--- src/rtl/core/aso_pkg.sv ---
// ----------------------------------------------------------------------------
// aso_pkg
// Word types and shift-type codes for the ARM shifter operand block.
// ----------------------------------------------------------------------------
package aso_pkg;

    // Shift type, instruction bits 6:5
    typedef enum logic [1:0] {
        SHIFT_LSL = 2'd0,
        SHIFT_LSR = 2'd1,
        SHIFT_ASR = 2'd2,
        SHIFT_ROR = 2'd3
    } shift_kind_t;

    // One instruction word on the input channel
    typedef struct packed {
        logic        imm_select;
        logic [11:0] operand_field;
        logic [31:0] rm_value;
        logic [7:0]  rs_low_byte;
        logic        carry_in;
    } instr_word_t;

    // One result word on the output channel
    typedef struct packed {
        logic [31:0] operand_out;
        logic        carry_out;
        logic        bad_encoding;
    } result_word_t;

endpackage

--- src/rtl/core/aso_if.sv ---
// ----------------------------------------------------------------------------
// aso_instr_if / aso_result_if
// Valid/ready channels carrying instruction and result words.
// ----------------------------------------------------------------------------
interface aso_instr_if
    import aso_pkg::*;
();
    logic        valid;
    logic        ready;
    instr_word_t payload;

    modport source (output valid, output payload, input ready);
    modport sink   (input valid, input payload, output ready);
endinterface

interface aso_result_if
    import aso_pkg::*;
();
    logic         valid;
    logic         ready;
    result_word_t payload;

    modport source (output valid, output payload, input ready);
    modport sink   (input valid, input payload, output ready);
endinterface

--- src/rtl/core/arm_shifter_operand.sv ---
// ----------------------------------------------------------------------------
// arm_shifter_operand
// ARM data-processing shifter operand and carry-out, one word per cycle while the result side drains.
//
//   Channel   Role   Word
//   instr     sink   imm_select, operand_field, rm_value, rs_low_byte, carry_in
//   result    source operand_out, carry_out, bad_encoding
//
// The path runs through an input register, the shifter logic and a result
// register. A new word is taken every cycle while the result side drains.
// A stall on result holds the result register; the input register still
// takes a word if it is empty. Reset clears both valid flags only.
// ----------------------------------------------------------------------------
module arm_shifter_operand
    import aso_pkg::*;
(
    input  logic         clk,
    input  logic         rst_n,
    aso_instr_if.sink    instr,
    aso_result_if.source result
);

    logic         in_valid_reg;
    instr_word_t  in_word_reg;
    logic         out_valid_reg;
    result_word_t out_word_reg;

    result_word_t shift_result;
    logic         out_advance;
    logic         in_advance;

    aso_shifter u_shifter (
        .word   (in_word_reg),
        .result (shift_result)
    );

    // Result register frees when empty or taken; input register when it moves on
    assign out_advance = !out_valid_reg || result.ready;
    assign in_advance  = !in_valid_reg || out_advance;

    assign instr.ready    = in_advance;
    assign result.valid   = out_valid_reg;
    assign result.payload = out_word_reg;

    // Advance valid flags
    always_ff @(posedge clk or negedge rst_n)
    begin
        if (!rst_n)
        begin
            in_valid_reg  <= 1'b0;
            out_valid_reg <= 1'b0;
        end
        else
        begin
            if (in_advance)
            begin
                in_valid_reg <= instr.valid;
            end
            if (out_advance)
            begin
                out_valid_reg <= in_valid_reg;
            end
        end
    end

    // Capture words
    always_ff @(posedge clk)
    begin
        if (in_advance && instr.valid)
        begin
            in_word_reg <= instr.payload;
        end
        if (out_advance && in_valid_reg)
        begin
            out_word_reg <= shift_result;
        end
    end

endmodule

--- src/rtl/core/aso_shifter.sv ---
// ----------------------------------------------------------------------------
// aso_shifter
// Combinational addressing-mode-1 shifter: decodes the operand field and
// produces the shifter operand, carry-out and the bad-encoding flag.
// ----------------------------------------------------------------------------
module aso_shifter
    import aso_pkg::*;
(
    input  instr_word_t  word,
    output result_word_t result
);

    logic [7:0]  imm8;
    logic [3:0]  imm_rot;
    logic [63:0] imm_pair;
    logic [31:0] imm_res;

    shift_kind_t kind;
    logic [4:0]  imm_amt;
    logic [7:0]  amt;
    logic [31:0] rm;

    logic [32:0] lsl_wide;
    logic [32:0] lsr_wide;
    logic [32:0] asr_wide;
    logic [63:0] ror_pair;
    logic [31:0] ror_res;

    logic [31:0] sh_res;
    logic        sh_carry;

    assign imm8     = word.operand_field[7:0];
    assign imm_rot  = word.operand_field[11:8];
    assign imm_pair = {24'd0, imm8, 24'd0, imm8} >> {imm_rot, 1'b0};
    assign imm_res  = imm_pair[31:0];

    assign kind    = shift_kind_t'(word.operand_field[6:5]);
    assign imm_amt = word.operand_field[11:7];
    assign rm      = word.rm_value;

    // Pick the shift amount: immediate LSR/ASR of zero means 32
    always_comb
    begin
        if (word.operand_field[4])
        begin
            amt = word.rs_low_byte;
        end
        else if (imm_amt == 5'd0)
        begin
            amt = 8'd32;
        end
        else
        begin
            amt = {3'd0, imm_amt};
        end
    end

    // Shift with the carry bit carried one place beyond the word
    assign lsl_wide = {1'b0, rm} << amt[4:0];
    assign lsr_wide = {rm, 1'b0} >> amt[4:0];
    assign asr_wide = 33'($signed({rm, 1'b0}) >>> amt[4:0]);
    assign ror_pair = {rm, rm} >> amt[4:0];
    assign ror_res  = ror_pair[31:0];

    // Architectural results for each type, amount zero first
    always_comb
    begin
        sh_res   = rm;
        sh_carry = word.carry_in;
        if (amt != 8'd0)
        begin
            case (kind)
                SHIFT_LSL:
                begin
                    if (amt < 8'd32)
                    begin
                        sh_res   = lsl_wide[31:0];
                        sh_carry = lsl_wide[32];
                    end
                    else
                    begin
                        sh_res   = '0;
                        sh_carry = (amt == 8'd32) ? rm[0] : 1'b0;
                    end
                end
                SHIFT_LSR:
                begin
                    if (amt < 8'd32)
                    begin
                        sh_res   = lsr_wide[32:1];
                        sh_carry = lsr_wide[0];
                    end
                    else
                    begin
                        sh_res   = '0;
                        sh_carry = (amt == 8'd32) ? rm[31] : 1'b0;
                    end
                end
                SHIFT_ASR:
                begin
                    if (amt < 8'd32)
                    begin
                        sh_res   = asr_wide[32:1];
                        sh_carry = asr_wide[0];
                    end
                    else
                    begin
                        sh_res   = {32{rm[31]}};
                        sh_carry = rm[31];
                    end
                end
                default:
                begin
                    // Rotate uses the low five bits; bit 31 of the result is the carry
                    sh_res   = ror_res;
                    sh_carry = ror_res[31];
                end
            endcase
        end
    end

    // Select the form
    always_comb
    begin
        result.operand_out  = '0;
        result.carry_out    = 1'b0;
        result.bad_encoding = 1'b0;
        if (word.imm_select)
        begin
            result.operand_out = imm_res;
            result.carry_out   = (imm_rot == 4'd0) ? word.carry_in : imm_res[31];
        end
        else if (word.operand_field[4] && word.operand_field[7])
        begin
            result.bad_encoding = 1'b1;
        end
        else if (!word.operand_field[4] && (imm_amt == 5'd0) && (kind == SHIFT_LSL))
        begin
            result.operand_out = rm;
            result.carry_out   = word.carry_in;
        end
        else if (!word.operand_field[4] && (imm_amt == 5'd0) && (kind == SHIFT_ROR))
        begin
            // RRX
            result.operand_out = {word.carry_in, rm[31:1]};
            result.carry_out   = rm[0];
        end
        else
        begin
            result.operand_out = sh_res;
            result.carry_out   = sh_carry;
        end
    end

endmodule
--- src/flat_wrapper.sv ---
// flat-port wrapper written by rule: the top's interface ports become plain ports
module arm_shifter_operand_flat import aso_pkg::*;
  (clk, rst_n, instr_valid, instr_payload, instr_ready, result_valid, result_payload, result_ready);
  aso_instr_if instr_i ();
  aso_result_if result_i ();
  input  logic clk;
  input  logic rst_n;
  input wire logic [$bits(instr_i.valid)-1:0] instr_valid;
  input wire logic [$bits(instr_i.payload)-1:0] instr_payload;
  output wire logic [$bits(instr_i.ready)-1:0] instr_ready;
  output wire logic [$bits(result_i.valid)-1:0] result_valid;
  output wire logic [$bits(result_i.payload)-1:0] result_payload;
  input wire logic [$bits(result_i.ready)-1:0] result_ready;
  assign instr_i.valid = instr_valid;
  assign instr_i.payload = instr_payload;
  assign instr_ready = instr_i.ready;
  assign result_valid = result_i.valid;
  assign result_payload = result_i.payload;
  assign result_i.ready = result_ready;
  arm_shifter_operand u_core (.clk(clk), .rst_n(rst_n), .instr(instr_i), .result(result_i));
endmodule
--- config.mk ---
export PLATFORM = sky130hd
export DESIGN_NAME = arm_shifter_operand_flat
export DESIGN_NICKNAME = d
export VERILOG_FILES = /design/src/rtl/core/aso_pkg.sv /design/src/rtl/core/aso_if.sv /design/src/rtl/core/arm_shifter_operand.sv /design/src/rtl/core/aso_shifter.sv /design/src/flat_wrapper.sv
export SDC_FILE = /design/constraint.sdc
export NUM_CORES = 1
export LEC_CHECK = 0
export CORE_MARGIN = 5
export CORE_UTILIZATION = 30
export DETAILED_ROUTE_END_ITERATION = 7
export DONT_BUFFER_PORTS = 1
export HOLD_SLACK_MARGIN = 0.15
export PLACE_DENSITY = 0.55
export SLEW_MARGIN = 20
export SYNTH_ARGS = -nofsm -noshare
export SYNTH_HDL_FRONTEND = slang
export SYNTH_SLANG_ARGS = --single-unit
--- constraint.sdc ---
create_clock -name clk -period 3.15 [get_ports clk]
set_input_delay 0.945 -clock clk [delete_from_list [all_inputs] [get_ports clk]]
set_output_delay 0.945 -clock clk [all_outputs]
set_load 0.05 [all_outputs]
==> results of run 1 <==
## per-layer routing
layer	GRT usage	up-vias	part of all wire
met5	0	-	0
met3	0.0736	138	0.11
met1	0.406	5472	0.42
li1	-	4706	-
met4	0.129	0	0.051
met2	0.430	766	0.42
## worst register-to-register path: stages, from the launching register on
cell and delay (ns):
edfxtp_1 0.41, buf_4 0.17, mux2i_4 0.27, buf_4 0.20
mux4_2 0.57, mux2i_2 0.22, mux2i_1 0.15, a221oi_2 0.39
nor3_1 0.09, o32ai_1 0.29, nand3_1 0.10
## cells by family after synthesis
| logic type | Yosys count | synth area share |
|---|---|---|
| multiplexers | 183 | 0.245 |
| AO/OA/AOI/OAI | 375 | 0.268 |
| buffers and inverters | 127 | 0.0623 |
| AND/OR/NAND/NOR | 333 | 0.152 |
| flip-flops | 90 | 0.274 |
## area by class of cell
| cell class | instances | area (µm²) |
|---|---|---|
| antenna | 1 | 2.50 |
| clock buffer | 13 | 250 |
| clock inverter | 3 | 17.5 |
| fill | 3280 | 19900 |
| inverter | 5 | 18.8 |
| multi-input combinational | 891 | 6720 |
| sequential | 90 | 2690 |
| tap | 442 | 553 |
| timing repair buffer | 286 | 2300 |
## stage by stage
stage               power, mW  setup slack (ns)  hold slack, ns  TNS, ns  utilization
floorplan                2.97             0.362           0.449        0            -
global placement         4.15            -0.106           0.460   -0.608        0.371
detailed placement       4.14            -0.161           0.467   -0.791        0.371
CTS                      5.21           -0.0266           0.230  -0.0384        0.384
global route             5.46            -0.103           0.235   -0.407        0.387
finish                   5.29            0.0307           0.254        0        0.387
## what timing repair did
item,in CTS,in global routing
setup endpoints to repair,15,29
buffers inserted,3,1
resized for setup,15,28
cloned,1,0
pin swaps,2,6
## worst paths after layout
path / slack [ns] / startpoint / cells past startpoint / end
worst max register to register: 0.03 / u_core.in_word_reg[45] / 10 / u_core.result.payload[1]
min in group clk: 0.48 / u_core.in_valid_reg / 1 / u_core.result.valid
worst max-delay path: 0.03 / u_core.in_word_reg[45] / 10 / u_core.result.payload[1]
worst min register to register: 0.48 / u_core.in_valid_reg / 1 / u_core.result.valid
worst min-delay path: 0.25 / rst_n / 0 / u_core.in_valid_reg
max in group asynchronous: 2.83 / rst_n / 0 / u_core.in_valid_reg
## power by group through the flow
stage          clock (mW)  combinational, mW  sequential [mW]
6_report             1.00               2.55             1.74
2_1_floorplan           0               1.29             1.67
4_1_cts              1.04               2.43             1.73
3_5_place_dp            0               2.38             1.76
3_3_place_gp            0               2.40             1.76
5_1_grt              1.09               2.64             1.74
## layout by cell type (no fill, tap or decap), types with 12 or more instances in the layout
master / instances
nor2_1: 94
nand2_1: 121
nor3_1: 28
a21oi_1: 66
o221ai_1: 28
o22ai_1: 19
mux4_2: 40
mux2i_1: 106
a31oi_1: 20
o211ai_1: 18
buf_4: 274
mux2_2: 15
a22oi_1: 22
nand3_1: 37
edfxtp_1: 88
mux2i_2: 12
o21ai_0: 65
==> results.json, run 1 <==
{
  "synth.area.top_cells": "edfxtp_1 (27%), mux2i_1 (12%), mux4_2 (8.9%)",
  "worst_path_most_repeated_cell": "buf_4",
  "io_buffers": 0,
  "place.gp.congestion": 1.06,
  "slew_headroom": 0.419,
  "cp_top_family": "multiplexers",
  "rsz0062_at_grt": "yes",
  "yosys.cell_count.top_type": "nand2_1",
  "leakagePower_nw": 4.82,
  "syn_area_um2": 9830,
  "insertion_delay_ns": 0.39,
  "vias": 11100,
  "finalMaxSlewViolations": 0,
  "critical-path-max-stage-delay_ns": 0.57,
  "die_h_um": 191,
  "finalInstanceArea_um2": 12600,
  "cts_buffer_depth": 2,
  "max_freq_mhz": 321,
  "period_needed_ns": 3.12,
  "required_ns": 3.27,
  "tritoncts": "done",
  "dp_cells": 1709,
  "post-synth-top-area-cell": "edfxtp_1",
  "min_period_over_period": 0.990,
  "std_cell_rows": 66,
  "synth_edf_count": 88,
  "synth_top_area_frac": 0.269,
  "cp_slowest_cell": "mux4_2",
  "dieWidth_um": 191,
  "p_seq_frac": 0.328,
  "postSynth.asyncResetShare": 0.0222,
  "worstHoldPathType": "primary input to async pin",
  "power_switching_mw": 2.24,
  "startpoint_type": "flop",
  "drv_cap": 0,
  "pwr_density_cell_nw_per_um2": 421,
  "internal-power_mw": 3.05,
  "drive_gt1_frac": 0.326,
  "status": "finished, final reports clean",
  "p_sw_frac": 0.424,
  "cp_max_fo": 4,
  "syn2layout_area_growth_pct": 27.7,
  "ant_nets": 0,
  "crit_buf_inv": 2,
  "arrival_ns": 3.24,
  "cp-end-kind": "flop",
  "worstMarginPinSlew_ns": 0.864,
  "synth_warnings": 0,
  "placed_cell_area_um2": 12100,
  "synth_ff_type": "edfxtp_1",
  "pwr-share-comb": 0.482,
  "design.core.area_um2": 32500,
  "num_io_pins": 94,
  "drt-wirelength-per-cell_um": 31.4,
  "ctsHoldBuffers": 0,
  "drt-vias-per-instance": 6.40,
  "clk_pin_slew_ns": 0.06,
  "drt_wl_total_um": 54300,
  "finClkSkew_ns": 0.0187,
  "syn_nets": 1166,
  "drt_pre_antenna_iters": 8,
  "die_area_um2": 36500,
  "start_util": 0.303,
  "grt_use_total": 0.292,
  "grt_first_pass_wirelength_um": 76300,
  "ys_ff_latch": 90,
  "grt_max_degree": 55,
  "crit_type": "flop to flop",
  "grt_pass1_vias": 10500,
  "numCtsBuffers": 9,
  "cts_root_buffer": "clkbuf_16",
  "ir_drop_mv": 0.394,
  "htreeDepth": 3,
  "synth_common_cells": "nand2_1 (122), mux2i_1 (120), nor2_1 (95), edfxtp_1 (88)",
  "hold_viol": 0,
  "synth_cell_types": 78,
  "p_clk_frac": 0.190,
  "setup_viol": 0,
  "nets": 1341,
  "synth_area_per_cell_um2": 8.87,
  "synth_sequential_area_ratio": 0.274,
  "hpwl_um": 43500,
  "drt_iter0_drc": 1716,
  "largest_reg_flops": 54,
  "numClockSinks": 90,
  "grt_antenna_before_repair": 1,
  "gr-total-overflow": 0,
  "netlist_instances": 1108,
  "drc_errors": 0,
  "instances_no_fill": 1731,
  "worstPathCellList": "buf_4 > mux2i_4 > buf_4 > mux4_2 > mux2i_2 > mux2i_1 > a221oi_2 > nor3_1 > o32ai_1 > nand3_1"
}
Note: power is estimated with default switching activity, not from simulation.
==> run 2: changes to the inputs <==
--- a/config.mk
+++ b/config.mk
@@ -5,10 +5,12 @@
 export SDC_FILE = /design/constraint.sdc
 export NUM_CORES = 1
 export LEC_CHECK = 0
+export CORE_ASPECT_RATIO = 0.75
 export CORE_MARGIN = 5
 export CORE_UTILIZATION = 30
 export DETAILED_ROUTE_END_ITERATION = 7
 export DONT_BUFFER_PORTS = 1
+export GPL_TIMING_DRIVEN = 0
 export HOLD_SLACK_MARGIN = 0.15
 export PLACE_DENSITY = 0.55
 export SLEW_MARGIN = 20
==> run 2 against run 1 <==
Against the previous run:
- the flow now finishes with violations (negative setup slack)
- flip-flop and latch count unchanged
- worst setup slack worse by 0.095 ns
- clock skew fell by 0.0070 ns
- register-to-register slack got worse by 0.095 ns
- combinational power rose by 3%
- power increased by 3.5%
- sequential power decreased by 3%
- routed wire length up 13%
- sequential share of layout area up 0.94 points
- largest cell class unchanged
- global-route usage up 3.2 points
- maximum frequency down 3.0%
- non-clock buffer count is 135 lower
==> results.json, run 2 (synthesized netlist as in run 1, its figures left out) <==
{
  "finalMaxSlewViolations": 0,
  "max_freq_mhz": 311,
  "syn2layout_area_growth_pct": 22.3,
  "die_h_um": 167,
  "hpwl_um": 46500,
  "period_needed_ns": 3.21,
  "p_seq_frac": 0.309,
  "arrival_ns": 3.31,
  "ctsHoldBuffers": 0,
  "layout_common_cells": "nand2_1 (118), edfxtp_1 (88), nor2_1 (80), mux2i_1 (79), a21oi_1 (59)",
  "rsz0062_at_grt": "yes",
  "die_area_um2": 36500,
  "place.gp.congestion": 1.04,
  "ir_drop_mv": 0.290,
  "worstMarginPinSlew_ns": 1.08,
  "ant_nets": 0,
  "drc_errors": 0,
  "grt_use_total": 0.324,
  "worstHoldPathType": "primary input to async pin",
  "drt_pre_antenna_iters": 8,
  "grt_pass1_vias": 10600,
  "nets": 1206,
  "drv_cap": 0,
  "internal-power_mw": 2.95,
  "slew_headroom": 0.271,
  "design.core.area_um2": 32400,
  "cp-end-kind": "flop",
  "drt-wirelength-per-cell_um": 38.3,
  "start_util": 0.304,
  "vias": 11200,
  "numClockSinks": 90,
  "finalWorstSetupSlack_ns": -0.0644,
  "insertion_delay_ns": 0.39,
  "startpoint_type": "flop",
  "num_io_pins": 94,
  "cts_root_buffer": "clkbuf_16",
  "drt_wl_total_um": 61100,
  "io_buffers": 0,
  "grt_max_degree": 55,
  "clk_pin_slew_ns": 0.07,
  "numCtsBuffers": 9,
  "cts_buffer_depth": 2,
  "drt_iter0_drc": 1756,
  "p_sw_frac": 0.461,
  "p_clk_frac": 0.211,
  "largest_reg_flops": 54,
  "htreeDepth": 3,
  "cp_max_fo": 10,
  "crit_type": "flop to flop",
  "grt_first_pass_wirelength_um": 83800,
  "pwr-share-comb": 0.480,
  "antenna_cells": 0,
  "drive_gt1_frac": 0.281,
  "pwr_density_cell_nw_per_um2": 455,
  "dp_cells": 1551,
  "pre_cts_ws_ns": -1.20,
  "failed_checks": "negative setup slack",
  "min_period_over_period": 1.02,
  "fin_tns_setup_ns": -0.210,
  "grt_antenna_before_repair": 0,
  "finClkSkew_ns": 0.0117,
  "drt-vias-per-instance": 7.04,
  "dieWidth_um": 219,
  "hold_viol": 0,
  "tritoncts": "done",
  "required_ns": 3.24,
  "status": "finished with violations",
  "instances_no_fill": 1595,
  "power_switching_mw": 2.52,
  "setup_viol": 8,
  "gr-total-overflow": 0,
  "leakagePower_nw": 4.05,
  "final_common_cell": "nand2_1",
  "std_cell_rows": 57
}
run 2: changes by cell type in the layout (fill, tap and decap cells not counted), sizes merged:
| cell | delta |
|---|---|
| buf | -204 |
| clkbuf | +67 |
| bufinv | +1 |
| clkinv | +1 |
| clkinvlp | -1 |
| diode | -1 |
| inv | +1 |
run 2: area by class of cell:
class,instances,area (µm²)
buffer,120,733
clock buffer,11,233
clock inverter,5,63.8
fill,3399,20400
inverter,5,18.8
multi-input combinational,891,7440
sequential,90,2690
tap,442,553
timing repair buffer,31,295
run 2: path summary, 6_finish.rpt:
check | start | end | slack [ns] | cells after the start
min reg2reg | u_core.in_valid_reg | u_core.result.valid | 0.50 | 1
max reg2reg | u_core.in_word_reg[51] | u_core.result.payload[30] | -0.06 | 8
min in group clk | u_core.in_valid_reg | u_core.result.valid | 0.50 | 1
min | rst_n | u_core.result.valid | 0.24 | 0
max in group asynchronous | rst_n | u_core.in_valid_reg | 2.84 | 0
max | u_core.in_word_reg[51] | u_core.result.payload[30] | -0.06 | 8
run 2: what timing repair did:
item,in CTS,in global routing
setup endpoints to repair,33,33
buffers inserted,21,9
resized for setup,148,117
pin swaps,10,20
run 2: per-stage QoR:
step | total power [mW] | hold slack (ns) | area [µm²] | util
global placement | 3.84 | 0.463 | 10400 | 0.321
detailed placement | 3.81 | 0.481 | 10400 | 0.322
finish | 5.47 | 0.240 | 12000 | 0.371
global route | 5.59 | 0.225 | 12000 | 0.371
CTS | 5.21 | 0.227 | 11500 | 0.355
floorplan | 2.97 | 0.449 | 9830 | -
run 2: power groups by stage:
stage	Sequential (mW)	Combinational [mW]	Clock (mW)
final	1.69	2.63	1.16
after global routing	1.70	2.65	1.25
after CTS	1.68	2.33	1.19
after detailed placement	1.71	2.10	0
after global placement	1.71	2.14	0
after floorplan	1.67	1.29	0
run 2: worst max-delay path: stages (launching register included):
cell,delay (ns)
edfxtp_1,0.35
buf_2,0.21
nor4_4,0.41
buf_4,0.22
nand2_2,0.20
nor2_4,0.39
nor2_1,0.26
a222oi_1,0.68
o21ai_1,0.20
run 2: per-layer routing:
metal / track usage / vias up / part of all wire
met3: 0.134 / 163 / 0.14
li1: - / 4455 / -
met5: 0.0120 / - / 0.0010
met4: 0.125 / 2 / 0.047
met1: 0.454 / 5632 / 0.41
met2: 0.440 / 970 / 0.40
==> run 3: changes to the inputs <==
--- a/config.mk
+++ b/config.mk
@@ -7,12 +7,12 @@
 export LEC_CHECK = 0
 export CORE_ASPECT_RATIO = 0.75
 export CORE_MARGIN = 5
-export CORE_UTILIZATION = 30
+export CORE_UTILIZATION = 66
 export DETAILED_ROUTE_END_ITERATION = 7
 export DONT_BUFFER_PORTS = 1
 export GPL_TIMING_DRIVEN = 0
 export HOLD_SLACK_MARGIN = 0.15
-export PLACE_DENSITY = 0.55
+export PLACE_DENSITY = 0.93
 export SLEW_MARGIN = 20
 export SYNTH_ARGS = -nofsm -noshare
 export SYNTH_HDL_FRONTEND = slang
==> run 3 against run 2 <==
Against the previous run:
- the run now fails in global routing (5_1_grt)
- synthesized area is the same
- synthesized cell count is the same
==> results.json, run 3 <==
{
  "place.gp.congestion": 1.51,
  "synth_edf_count": 88,
  "synth_common_cells": "nand2_1 (122), mux2i_1 (120), nor2_1 (95), edfxtp_1 (88)",
  "postSynth.asyncResetShare": 0.0222,
  "syn_area_um2": 9830,
  "syn_nets": 1166,
  "synthMuxAreaShare": 0.245,
  "die_h_um": 116,
  "synth_compound_area_frac": 0.268,
  "synth_ff_type": "edfxtp_1",
  "io_buffers": 0,
  "grt_max_degree": 55,
  "std_cell_rows": 38,
  "dieWidth_um": 151,
  "numClockSinks": 90,
  "synth_cell_types": 78,
  "flow.stopped_at": "global routing (5_1_grt)",
  "grt-worst-endpoint": "u_core.result.payload[31]$_DFFE_PP_/D",
  "synth_warnings": 0,
  "ctsHoldBuffers": 0,
  "synth_top_family_by_area": "compound AO/OA/AOI/OAI gates",
  "synth_top_area_frac": 0.269,
  "error": "[ERROR GRT-0232] Routing congestion too high. Check the congestion heatmap in the GUI.",
  "numCtsBuffers": 9,
  "ys_ff_latch": 90,
  "synth_area_per_cell_um2": 8.87,
  "cts_buffer_depth": 2,
  "synth_fa_ha_area_frac": 0,
  "gr-total-overflow": 8,
  "pre_cts_ws_ns": -0.476,
  "hpwl_um": 31200,
  "htreeDepth": 3,
  "synth.area.top_cells": "edfxtp_1 (27%), mux2i_1 (12%), mux4_2 (8.9%)",
  "yosys.area_share.simple": 0.152,
  "endpoint_type": "register data pin",
  "post-synth-top-area-cell": "edfxtp_1",
  "yosys.cell_count.top_type": "nand2_1",
  "netlist_instances": 1108,
  "cts_root_buffer": "clkbuf_16",
  "status": "stopped before the end",
  "num_io_pins": 94,
  "grt_use_total": 0.721,
  "start_util": 0.676,
  "synth_sequential_area_ratio": 0.274,
  "synth_xor_area_frac": 0
}
-- run 3: cell counts after synthesis --
Identical to the previous run, type by type.
-- run 3: cell families after synthesis --
family,count (synthesis)
buf+inv,127
mux,183
simple gates,333
compound gates,375
flops,90
-- run 3: repair_timing --
item | CTS
gates cloned | 0
pin swaps | 3
endpoints found under the setup margin | 33
gates resized for setup | 49
setup buffers | 5
-- run 3: layer usage --
metal,GRT overflow,global-route usage
met3,0,0.695
met2,4,0.798
met1,0,0.735
met5,0,0.475
met4,4,0.626
-- run 3: stage by stage --
step,cell area [µm²],TNS (ns),std cells,utilization,hold WS (ns)
2_1_floorplan,9830,0,1108,-,0.449
3_3_place_gp,10100,-4.43,1308,0.693,0.456
3_5_place_dp,10100,-5.45,1308,0.693,0.476
4_1_cts,10600,-0.0246,1329,0.731,0.269
